## config.mk

```make
export PLATFORM = sky130hd
export DESIGN_NAME = dll_override_string_validator
export DESIGN_NICKNAME = d
export VERILOG_FILES = /design/src/sv/dosv_pkg.sv /design/src/sv/dll_override_string_validator.sv
export SDC_FILE = /design/constraint.sdc
export NUM_CORES = 1
export LEC_CHECK = 0
export ABC_AREA = 1
export BUFFER_PORTS_ARGS = -buffer_cell sky130_fd_sc_hd__buf_2
export CAP_MARGIN = 15
export CORE_AREA = 3 3 103 105
export CTS_CLUSTER_DIAMETER = 30
export DETAILED_ROUTE_END_ITERATION = 12
export DIE_AREA = 0 0 106 108
export PLACE_DENSITY = 0.52
export REMOVE_ABC_BUFFERS = 1
export SLEW_MARGIN = 0
export SYNTH_ARGS = -nofsm -noshare
export SYNTH_HDL_FRONTEND = slang
export SYNTH_SLANG_ARGS = --single-unit
```

## constraint.sdc

```tcl
create_clock -name clk -period 6.2 [get_ports clk]
set_clock_uncertainty 0.15 [all_clocks]
set_input_delay 0.31 -clock clk [delete_from_list [all_inputs] [get_ports clk]]
set_output_delay 0.31 -clock clk [all_outputs]
set_load 0.01 [all_outputs]
```

## src/sv/dosv_pkg.sv

```systemverilog
// ----------------------------------------------------------------------------
// dosv_pkg: shared definitions for the override string validator
// Character codes, mode token codes, parse phases and small lookup
// functions used by the byte parser.
// ----------------------------------------------------------------------------
package dosv_pkg;

    // Default limits
    localparam int DEF_MAX_LENGTH = 4096;
    localparam int DEF_MAX_NAME   = 255;

    // Characters with a syntactic role
    localparam logic [7:0] CH_SPACE = 8'h20;
    localparam logic [7:0] CH_COMMA = 8'h2C;
    localparam logic [7:0] CH_SEMI  = 8'h3B;
    localparam logic [7:0] CH_EQUAL = 8'h3D;
    localparam logic [7:0] CH_N     = 8'h6E;
    localparam logic [7:0] CH_B     = 8'h62;

    // Partial-match position inside "native" / "builtin"
    typedef logic [3:0] tok_t;
    localparam tok_t TOK_NONE    = 4'd0;
    localparam tok_t TOK_N       = 4'd1;
    localparam tok_t TOK_NATIVE  = 4'd6;
    localparam tok_t TOK_B       = 4'd7;
    localparam tok_t TOK_BUILTIN = 4'd13;

    // Mode classes, one bit each
    typedef logic [1:0] mode_set_t;
    localparam mode_set_t MODE_NONE    = 2'b00;
    localparam mode_set_t MODE_NATIVE  = 2'b01;
    localparam mode_set_t MODE_BUILTIN = 2'b10;

    // Parse phases, one-hot
    typedef enum logic [6:0] {
        PH_NAME_PRE   = 7'b0000001,
        PH_NAME       = 7'b0000010,
        PH_NAME_POST  = 7'b0000100,
        PH_MODE_PRE   = 7'b0001000,
        PH_MODE_COMMA = 7'b0010000,
        PH_MODE       = 7'b0100000,
        PH_MODE_POST  = 7'b1000000
    } phase_t;

    // Next character that extends a partial mode match; zero where none does
    function automatic logic [7:0] tok_next_char(tok_t t);
        case (t)
            4'd1:    return "a";
            4'd2:    return "t";
            4'd3:    return "i";
            4'd4:    return "v";
            4'd5:    return "e";
            4'd7:    return "u";
            4'd8:    return "i";
            4'd9:    return "l";
            4'd10:   return "t";
            4'd11:   return "i";
            4'd12:   return "n";
            default: return 8'h00;
        endcase
    endfunction

    // Mode class of a finished token
    function automatic mode_set_t mode_class(tok_t t);
        if (t == TOK_N || t == TOK_NATIVE)
            return MODE_NATIVE;
        else if (t == TOK_B || t == TOK_BUILTIN)
            return MODE_BUILTIN;
        else
            return MODE_NONE;
    endfunction

    function automatic logic is_lower(logic [7:0] c);
        return (c >= "a") && (c <= "z");
    endfunction

    function automatic logic is_module_char(logic [7:0] c);
        return is_lower(c) || ((c >= "A") && (c <= "Z")) || ((c >= "0") && (c <= "9")) ||
               (c == "_") || (c == "-") || (c == ".") || (c == "*");
    endfunction

endpackage

```

## src/sv/dll_override_string_validator.sv

```systemverilog
// ----------------------------------------------------------------------------
// dll_override_string_validator: library override string syntax checker
// Parses an override string one byte per request and returns one validity
// flag per string on its final byte or on an empty-string request.
// ----------------------------------------------------------------------------
// Takes one byte in every cycle with no bubbles between strings unless the
// input is held as below. Each request lands in an input register; the parse
// state update and the end-of-string check are one shallow step from there
// into the result register, which presents the flag for a string once its
// final byte has moved on from the input register, and holds it until the
// output side is ready. A result waiting to be taken does not stop non-final
// bytes; only a second result behind a stalled one holds the input.
// A name longer than MAX_NAME, a string longer than MAX_LENGTH, a trailing
// comma or semicolon and an unknown or repeated mode all give a 0 flag.
// An empty-string request always gives 1 and drops any partial string.
module dll_override_string_validator
    import dosv_pkg::*;
#(
    parameter int MAX_LENGTH = DEF_MAX_LENGTH,
    parameter int MAX_NAME   = DEF_MAX_NAME
)
(
    input  logic       clk,
    input  logic       rst_n,
    input  logic       s_axis_tvalid,
    output logic       s_axis_tready,
    input  logic [7:0] s_axis_tdata,   // [7:0] text_byte
    input  logic       s_axis_tlast,   // final_byte
    input  logic       s_axis_tuser,   // empty_string
    output logic       m_axis_tvalid,
    input  logic       m_axis_tready,
    output logic [7:0] m_axis_tdata    // [0] string_valid, [7:1] zero
);

    localparam int CNT_W = $clog2(MAX_LENGTH + 2);
    localparam int LEN_W = $clog2(MAX_NAME + 2);

    // Input register
    logic       in_valid_reg;
    logic [7:0] in_byte_reg;
    logic       in_last_reg;
    logic       in_empty_reg;

    // Parse state
    phase_t     phase_reg, phase_next;
    logic [LEN_W-1:0] len_reg, len_next;
    logic [CNT_W-1:0] cnt_reg, cnt_next;
    tok_t       tok_reg, tok_next;
    mode_set_t  seen_reg, seen_next;
    logic       err_reg, err_next;

    // Result register
    logic       out_valid_reg;
    logic       out_flag_reg;

    logic       advance;
    logic       in_done;
    logic       sp;
    logic       name_post;
    logic       mode_post;
    mode_set_t  cls;
    mode_set_t  end_cls;
    logic [7:0] tok_char;
    logic       end_ok;
    logic       result_ok;

    // Handshake: the input register moves on unless a result is blocked
    assign in_done       = in_last_reg || in_empty_reg;
    assign advance       = in_valid_reg && (!in_done || !out_valid_reg || m_axis_tready);
    assign s_axis_tready = !in_valid_reg || advance;

    // Input register
    always_ff @(posedge clk or negedge rst_n)
    begin
        if (!rst_n)
            in_valid_reg <= 1'b0;
        else if (s_axis_tready)
            in_valid_reg <= s_axis_tvalid;
    end

    always_ff @(posedge clk)
    begin
        if (s_axis_tvalid && s_axis_tready)
        begin
            in_byte_reg  <= s_axis_tdata;
            in_last_reg  <= s_axis_tlast;
            in_empty_reg <= s_axis_tuser;
        end
    end

    assign sp       = (in_byte_reg == CH_SPACE);
    assign cls      = mode_class(tok_reg);
    assign tok_char = tok_next_char(tok_reg);

    // Byte count saturates one past the limit
    assign cnt_next = (cnt_reg <= CNT_W'(MAX_LENGTH)) ? cnt_reg + 1'b1 : cnt_reg;

    // Per-byte parse step
    always_comb
    begin
        phase_next = phase_reg;
        len_next   = len_reg;
        tok_next   = tok_reg;
        seen_next  = seen_reg;
        err_next   = err_reg;
        name_post  = 1'b0;
        mode_post  = 1'b0;
        if (!err_reg)
        begin
            case (phase_reg)
                PH_NAME_PRE:
                begin
                    if (!sp)
                    begin
                        if (is_module_char(in_byte_reg))
                        begin
                            phase_next = PH_NAME;
                            len_next   = LEN_W'(1);
                        end
                        else
                            err_next = 1'b1;
                    end
                end
                PH_NAME:
                begin
                    if (is_module_char(in_byte_reg))
                    begin
                        if (len_reg >= LEN_W'(MAX_NAME))
                            err_next = 1'b1;
                        len_next = len_reg + 1'b1;
                    end
                    else
                        name_post = 1'b1;
                end
                PH_NAME_POST:
                    name_post = 1'b1;
                PH_MODE_PRE, PH_MODE_COMMA:
                begin
                    if (!sp)
                    begin
                        if (is_lower(in_byte_reg))
                        begin
                            phase_next = PH_MODE;
                            if (in_byte_reg == CH_N)
                                tok_next = TOK_N;
                            else if (in_byte_reg == CH_B)
                                tok_next = TOK_B;
                            else
                                tok_next = TOK_NONE;
                        end
                        else if (in_byte_reg == CH_SEMI && phase_reg == PH_MODE_PRE)
                            phase_next = PH_NAME_PRE;
                        else
                            err_next = 1'b1;
                    end
                end
                PH_MODE:
                begin
                    if (is_lower(in_byte_reg))
                    begin
                        if (tok_char != 8'h00 && tok_char == in_byte_reg)
                            tok_next = tok_reg + 1'b1;
                        else
                            tok_next = TOK_NONE;
                    end
                    else
                    begin
                        // mode token ended: classify, then treat byte as separator
                        tok_next = TOK_NONE;
                        if (cls == MODE_NONE || (seen_reg & cls) != MODE_NONE)
                            err_next = 1'b1;
                        else
                        begin
                            seen_next = seen_reg | cls;
                            mode_post = 1'b1;
                        end
                    end
                end
                PH_MODE_POST:
                    mode_post = 1'b1;
                default:
                    err_next = 1'b1;
            endcase

            // separator after a module name
            if (name_post)
            begin
                if (sp)
                    phase_next = PH_NAME_POST;
                else if (in_byte_reg == CH_COMMA)
                    phase_next = PH_NAME_PRE;
                else if (in_byte_reg == CH_EQUAL)
                begin
                    phase_next = PH_MODE_PRE;
                    seen_next  = MODE_NONE;
                end
                else
                    err_next = 1'b1;
            end

            // separator after a mode
            if (mode_post)
            begin
                if (sp)
                    phase_next = PH_MODE_POST;
                else if (in_byte_reg == CH_COMMA)
                    phase_next = PH_MODE_COMMA;
                else if (in_byte_reg == CH_SEMI)
                    phase_next = PH_NAME_PRE;
                else
                    err_next = 1'b1;
            end
        end
    end

    // End-of-string check on the updated state
    assign end_cls = mode_class(tok_next);

    always_comb
    begin
        case (phase_next)
            PH_MODE_PRE, PH_MODE_POST:
                end_ok = 1'b1;
            PH_MODE:
                end_ok = (end_cls != MODE_NONE) && ((seen_next & end_cls) == MODE_NONE);
            default:
                end_ok = 1'b0;
        endcase
    end

    assign result_ok = !err_next && (cnt_next <= CNT_W'(MAX_LENGTH)) && end_ok;

    // Parse state registers; a finished string returns to the start state
    always_ff @(posedge clk or negedge rst_n)
    begin
        if (!rst_n)
        begin
            phase_reg <= PH_NAME_PRE;
            len_reg   <= '0;
            cnt_reg   <= '0;
            tok_reg   <= TOK_NONE;
            seen_reg  <= MODE_NONE;
            err_reg   <= 1'b0;
        end
        else if (advance)
        begin
            if (in_done)
            begin
                phase_reg <= PH_NAME_PRE;
                len_reg   <= '0;
                cnt_reg   <= '0;
                tok_reg   <= TOK_NONE;
                seen_reg  <= MODE_NONE;
                err_reg   <= 1'b0;
            end
            else
            begin
                phase_reg <= phase_next;
                len_reg   <= len_next;
                cnt_reg   <= cnt_next;
                tok_reg   <= tok_next;
                seen_reg  <= seen_next;
                err_reg   <= err_next;
            end
        end
    end

    // Result register
    always_ff @(posedge clk or negedge rst_n)
    begin
        if (!rst_n)
            out_valid_reg <= 1'b0;
        else if (advance && in_done)
            out_valid_reg <= 1'b1;
        else if (m_axis_tready)
            out_valid_reg <= 1'b0;
    end

    always_ff @(posedge clk)
    begin
        if (advance && in_done)
            out_flag_reg <= in_empty_reg || result_ok;
    end

    assign m_axis_tvalid = out_valid_reg;
    assign m_axis_tdata  = {7'b0000000, out_flag_reg};

endmodule

```

# Word level (Yosys, flattened, before mapping)

Memory sizes are Yosys's and may differ from the RTL's.
Cells that the tools add are included.

Flip-flop bits (word level): 49
Latch bits: 0
Memory bits (writable): 0
ROM bits: 112
Input bits: 14
Output and inout bits: 10
Logic and storage cells: 178
Memories kept: 1

$add $sub $neg: 3
Multiply operators: 0
Divide/modulo/power cells: 0
$lt $le $gt $ge: 9
Eq/ne operators: 33
Shift operators: 0
Mux-type cells: 75
Bitwise gates (word level): 3
Reductions and logical operators: 42

Memory list:

| memory          | depth | width | rd ports | clocked after Yosys merged registers in | write ports | RTL line       | text |
|---|---|---|---|---|---|---|---|
| (no name shown) | 16    | 7     | 1        | 0                                       | 0           | dosv_pkg.sv:47 | `case (t)` |

Operators with widths:

| kind                    | count |
|---|---|
| $mux W7                 | 15 |
| $eq A8 B6 Y1 const B    | 7 |
| $mux W9                 | 5 |
| $le A13 B13 Y1 const B  | 2 |
| $mux W13                | 2 |
| $mux W2                 | 13 |
| $mux W1                 | 25 |
| $eq A8 B7 Y1 const B    | 3 |
| $mux W4                 | 6 |
| $pmux W9 S2             | 1 |
| $eq A4 B3 Y1 const B    | 4 |
| $ge A8 B7 Y1 const B    | 2 |
| $le A8 B7 Y1 const B    | 2 |
| $logic_or A1 B1 Y1      | 16 |
| $eq A7 B4 Y1 const B    | 2 |
| $eq A7 B6 Y1 const B    | 2 |
| $eq A7 B7 Y1 const B    | 2 |
| $pmux W7 S2             | 1 |
| $add A13 B1 Y13 const B | 1 |
| $logic_and A1 B1 Y1     | 11 |
| $add A9 B1 Y9 const B   | 1 |
| $ge A9 B8 Y1 const B    | 1 |
| $ne A3 B3 Y1 const B    | 3 |
| $eq A4 B1 Y1 const B    | 2 |
| other kinds (23)        | 36 |

# Logic depth before layout (Yosys ltp)

Word-level depth: 25
Depth in mapped cells: 21
Mapped depth without buffers: 21

# Worst setup path after synthesis

No wires, ideal clock.

Path type: flip-flop to flip-flop
Start: reg tok_reg[0]
End: reg out_flag_reg (data pin)
Setup time: 0.252 ns
Data arrival time: 2.058 ns
Data required time: 5.798 ns
Setup slack: 3.739 ns
Stages on the path, launching flop included: 19
Path buffers: 0
Clock period less this slack: 2.461 ns
Cells stage by stage: dfrtp_1 -> inv_1 -> ha_1 -> o21ai_1 -> nand2_1 -> nand2_1 -> nand2_1 -> nor2_1 -> nand2_1 -> nor2_2 -> nand4_1 -> a21oi_2 -> nand3_1 -> nand2_1 -> nor2_1 -> nand2_1 -> nand2_1 -> nand2_1 -> nand2_1

Cells in the longest elaborated chain, start to end: 23
Elaborated cells between the ends (all ways): 71
Classes of those cells: add/sub: 1; eq/ne: 12; mux: 37; bitwise: 3; reduce/logical: 17; memory: 1

Ends and longest elaborated chain:

| what                                         | RTL line                             | text |
|---|---|---|
| start: declaration                           | dll_override_string_validator.sv:48  | `tok_t tok_reg, tok_next;` |
| start signal: assignment                     | dll_override_string_validator.sv:261 | `tok_reg <= tok_next;` |
| $eq A4 B3 Y1 or $eq A4 B4 Y1 (tied branches) | dosv_pkg.sv:67                       | `else if (t == TOK_B \|\| t == TOK_BUILTIN)` |
| $logic_or A1 B1 Y1                           | dosv_pkg.sv:67                       |  |
| $mux W2                                      | dosv_pkg.sv:67                       |  |
| $mux W2                                      | dosv_pkg.sv:65                       | `if (t == TOK_N \|\| t == TOK_NATIVE)` |
| $and A2 B2 Y2                                | dll_override_string_validator.sv:170 | `if (cls == MODE_NONE \|\| (seen_reg & cls) != MODE_NONE)` |
| $reduce_bool A2 Y1                           | dll_override_string_validator.sv:170 |  |
| $logic_or A1 B1 Y1                           | dll_override_string_validator.sv:170 |  |
| $mux W1                                      | dll_override_string_validator.sv:170 |  |
| (+7 left out)                                | -                                    |  |
| $mux W1                                      | dll_override_string_validator.sv:206 | `else if (in_byte_reg == CH_COMMA)` |
| $mux W1                                      | dll_override_string_validator.sv:204 | `if (sp)` |
| $mux W1                                      | dll_override_string_validator.sv:202 | `if (mode_post)` |
| $mux W1                                      | dll_override_string_validator.sv:108 | `if (!err_reg)` |
| $logic_not A1 Y1                             | dll_override_string_validator.sv:231 | `assign result_ok = !err_next && (cnt_next <= CNT_W'(MAX_LENGTH)) && end_ok;` |
| $logic_and A1 B1 Y1                          | dll_override_string_validator.sv:231 |  |
| $logic_and A1 B1 Y1 (*)                      | dll_override_string_validator.sv:231 |  |
| $logic_or A1 B1 Y1 (*)                       | dll_override_string_validator.sv:282 | `out_flag_reg <= in_empty_reg \|\| result_ok;` |
| end signal: assignment                       | dll_override_string_validator.sv:282 |  |
| end: declaration                             | dll_override_string_validator.sv:54  | `logic out_flag_reg;` |

Every way passes the cells marked *; elsewhere a longest branch is shown, timed or not. The select of a mux whose other input is x is not followed.
A chain may end at the register's enable or synchronous reset.

# Worst setup path after layout

Start: reg phase_reg[2]
End: reg out_flag_reg (data pin)

Cells in the longest elaborated chain, start to end: 20
Elaborated cells between the ends (all ways): 71
Classes of those cells: eq/ne: 14; mux: 43; bitwise: 1; reduce/logical: 13

Ends and longest elaborated chain:

| what                                         | RTL line                                                                   | text |
|---|---|---|
| start: declaration                           | dll_override_string_validator.sv:45                                        | `phase_t phase_reg, phase_next;` |
| start signal: assignment                     | dll_override_string_validator.sv:258                                       | `phase_reg <= phase_next;` |
| $eq A7 B4 Y1                                 | dll_override_string_validator.sv:110, dll_override_string_validator.sv:151 |  |
| $logic_and A1 B1 Y1                          | dll_override_string_validator.sv:151                                       | `else if (in_byte_reg == CH_SEMI && phase_reg == PH_MODE_PRE)` |
| $mux W7                                      | dll_override_string_validator.sv:151                                       |  |
| $mux W7                                      | dll_override_string_validator.sv:141                                       | `if (is_lower(in_byte_reg))` |
| $mux W7                                      | dll_override_string_validator.sv:139                                       | `if (!sp)` |
| $pmux W7 S2                                  | dll_override_string_validator.sv:110                                       | `case (phase_reg)` |
| $mux W7                                      | dll_override_string_validator.sv:192                                       | `else if (in_byte_reg == CH_EQUAL)` |
| $mux W7                                      | dll_override_string_validator.sv:190                                       | `else if (in_byte_reg == CH_COMMA)` |
| (+4 left out)                                | -                                                                          |  |
| $mux W7                                      | dll_override_string_validator.sv:204                                       |  |
| $mux W7                                      | dll_override_string_validator.sv:202                                       |  |
| $mux W7                                      | dll_override_string_validator.sv:108                                       |  |
| $eq A7 B4 Y1 or $eq A7 B7 Y1 (tied branches) | dll_override_string_validator.sv:221                                       | `case (phase_next)` |
| $reduce_or A2 Y1                             | dll_override_string_validator.sv:221                                       |  |
| $pmux W1 S2                                  | dll_override_string_validator.sv:221                                       |  |
| $logic_and A1 B1 Y1 (*)                      | dll_override_string_validator.sv:231                                       |  |
| $logic_or A1 B1 Y1 (*)                       | dll_override_string_validator.sv:282                                       |  |

Marked as above.

==> flow_metrics.env <==
export IMPL_die_area_mm2=0.0114
export IMPL_grt_pass1_vias=3626
export IMPL_clock_power_share_pct=24.9
export IMPL_clock_path_buffers=2
export IMPL_leakage_nw=1.99
export IMPL_grt_max_degree=39
export IMPL_holdWs_ps=-31.3
export IMPL_synthesis_area_mm2=0.00385
export IMPL_utilization_pct=42.2
export IMPL_maxSlewHeadroom_pct=40.4
export IMPL_layout_common_cells="167 x nand2_1, 75 x inv_1, 61 x nor2_1"
export IMPL_rr_endpoint="out_flag_reg"
export IMPL_critPathBufInv=2
export IMPL_crit_path_top_delay_cell="nor4_1"
export IMPL_numCtsBuffers=5
export IMPL_globalplace_congestion=0.929
export IMPL_wl_per_cell_um=13.8
export IMPL_diodes=0
export IMPL_clkSinkCount=49
export IMPL_io_pins=24
export IMPL_grt_overflow=0
export IMPL_ys_ff_latch=49
export IMPL_drive_gt1_share_pct=9.23
export IMPL_yosysWarnings=0
export IMPL_maxCapViolations=0
export IMPL_die_w_um=106
export IMPL_violations="negative hold slack"
export IMPL_core_mm2=0.00973
export IMPL_detail_route_vias_per_cell=5.15
export IMPL_fin_tns_setup_ps=0
export IMPL_via_count=3754
export IMPL_antenna_found_initial=0
export IMPL_yosysUniqueCellTypes=44
export IMPL_crit_chain="inv_1, nand2_1, nor4_1, nor2_1, inv_1, nand3_2, nand2_1, nand3_1, o21ai_1, nand3_1, nand2_1, nor2_1, nand2_1, nand2_1"
export IMPL_combPwrFrac_pct=29.8
export IMPL_power_density_mw_per_mm2=205
export IMPL_postPlaceCellArea_mm2=0.00401
export IMPL_cp_end_kind="flip-flop"
export IMPL_cts_tree="yes"
export IMPL_drt_iter0_drc=255
export IMPL_rr_worst_depth=14
export IMPL_clkLatencyLatePin_ps=310
export IMPL_rsz0062_at_grt="no"
export IMPL_critPathKind="reg2reg"
export IMPL_avgSynthCellArea_um2=6.58
export IMPL_p_int_mw=0.534
export IMPL_final_common_cell="nand2_1"
export IMPL_period_needed_ps=2820
export IMPL_ctsResizeCount=0
export IMPL_clk_pin_slew_worst_paths_ps=90
export IMPL_cts_max_level=2
export IMPL_r2r_start="phase_reg[2]"
export IMPL_setup_viol=0
export IMPL_sequentialPowerShare_pct=45.3
export IMPL_totalWireLength_mm=10.1
export IMPL_start_util_pct=39.6
export IMPL_hold_viol=37
export IMPL_dr_pass1_iters=5
export IMPL_hold_class="in2async"
export IMPL_arrival_ps=2730
export IMPL_max_clock_freq_mhz=355
export IMPL_status="complete, but fails checks"
export IMPL_ant_nets=0
export IMPL_io_buffers=16
export IMPL_grt_first_pass_wirelength_mm=17.2
export IMPL_grtUsageTotal_pct=18.4
export IMPL_place_ws_ps=3420
export IMPL_setup_ws_ps=3380
export IMPL_start_kind="flip-flop"
export IMPL_cp_top_family="simple AND/OR/NAND/NOR gates"
export IMPL_period_share_pct=45.4
export IMPL_final_max_slew_viol_count=0
export IMPL_rrSetupSlack_ps=3380
export IMPL_postCtsHoldBufs=0
export IMPL_fp_dieH_um=108
export IMPL_hpwl_mm=7.62
export IMPL_largest_reg_flops=13
export IMPL_nNetsFinal=618
export IMPL_tightestPinTransition_ps=893
export IMPL_required_ps=6120
export IMPL_core_rowCount=36
export IMPL_max_stage_delay_ps=670
export IMPL_switching_share_pct=36.8
export IMPL_synth_cells=585
export IMPL_ir_drop_mv=0.102
export IMPL_final_area_mm2=0.00411
export IMPL_cts_setup_buffers=0
export IMPL_drc=0
export IMPL_syn2layout_area_growth_pct=6.73
export IMPL_p_sw_mw=0.310
export IMPL_root_buffer="clkbuf_8"
export IMPL_ys_seq_area_share_pct=33.3
export IMPL_crit_top_cell="nand2_1"
export IMPL_worst_path_max_fanout=5
-- final cells by class --
type | instances | area, um^2
Fill cell | 1039 | 5620
Timing Repair Buffer | 17 | 87.6
Sequential cell | 49 | 1280
Inverter | 82 | 309
Multi-Input combinational cell | 440 | 2160
Clock buffer | 7 | 96.3
Tap cell | 133 | 166
Clock inverter | 1 | 5.00
-- worst max-delay path by stage --
stage | start | end | cells past startpoint
after floorplan | in_empty_reg | len_reg[4] | 9
after global placement | cnt_reg[0] | out_flag_reg | 15
after detailed placement | tok_reg[0] | out_flag_reg | 18
after CTS | tok_reg[0] | out_flag_reg | 18
after global routing | tok_reg[0] | out_flag_reg | 18
final | phase_reg[2] | out_flag_reg | 14
-- metal layers --
metal	part of all wire, %	wire length (um)	GRT usage (%)	up-vias
li1	-	-	-	1932
met4	1.6	158	5.09	0
met3	3.7	371	2.09	11
met1	48	4830	25.1	1716
met2	47	4710	31.1	95
met5	0	0	0	-
-- power groups by stage --
stage | Clock, mW | Combinational, mW | Sequential (mW)
after CTS | 0.220 | 0.250 | 0.382
after detailed placement | 0 | 0.249 | 0.388
final | 0.210 | 0.252 | 0.382
after global routing | 0.234 | 0.285 | 0.385
after floorplan | 0 | 0.180 | 0.380
after global placement | 0 | 0.250 | 0.388
-- stage by stage --
step / power, mW / hold WS, ps / std cells
after floorplan: 0.559 / -136 / 571
after global routing: 0.905 / 6.09 / 729
after detailed placement: 0.637 / 338 / 721
final: 0.844 / -31.3 / 729
after global placement: 0.638 / 337 / 721
after CTS: 0.852 / 6.11 / 729
-- kinds of logic (layout without fill, tap and decap cells) --
| kind of cell | after synthesis | count (layout) | synth area share, % |
|---|---|---|---|
| XOR/XNOR | 7 | 7 | 1.59 |
| AO/OA/AOI/OAI | 78 | 78 | 11.7 |
| other | 1 | 7 | 0.0974 |
| AND/OR/NAND/NOR | 337 | 337 | 38.6 |
| buffers and inverters | 102 | 107 | 11.3 |
| adder cells (fa/ha/maj) | 9 | 9 | 2.92 |
| flip-flops | 49 | 49 | 33.3 |
| multiplexers | 2 | 2 | 0.520 |
-- cell usage after synthesis, drive strengths merged --
| cell type | count | area, um^2 |
|---|---|---|
| nor2 | 66 | 260 |
| mux2i | 2 | 20.0 |
| nand4 | 22 | 138 |
| a21boi | 1 | 7.51 |
| dfrtp | 37 | 926 |
| nand3 | 51 | 265 |
| inv | 81 | 304 |
| buf | 15 | 106 |
| xnor2 | 1 | 8.76 |
| and3 | 2 | 12.5 |
| o21a | 1 | 7.51 |
| o211ai | 1 | 7.51 |
| edfxtp | 11 | 330 |
| o31ai | 2 | 15.0 |
| or2 | 3 | 18.8 |
| nand3b | 1 | 7.51 |
| o2111ai | 1 | 8.76 |
| ha | 9 | 113 |
| o21ai | 30 | 154 |
| clkbuf | 5 | 18.8 |
| nand2 | 176 | 688 |
| nor3b | 1 | 7.51 |
| nor4 | 1 | 6.26 |
| a211oi | 1 | 7.51 |
| dfstp | 1 | 26.3 |
| a21oi | 17 | 92.6 |
| clkinv | 1 | 5.00 |
| o22ai | 23 | 144 |
| conb | 1 | 3.75 |
| xor2 | 6 | 52.6 |
| nor3 | 14 | 81.3 |
| a31oi | 1 | 6.26 |
No activity file was read; power rests on OpenSTA's default activity.
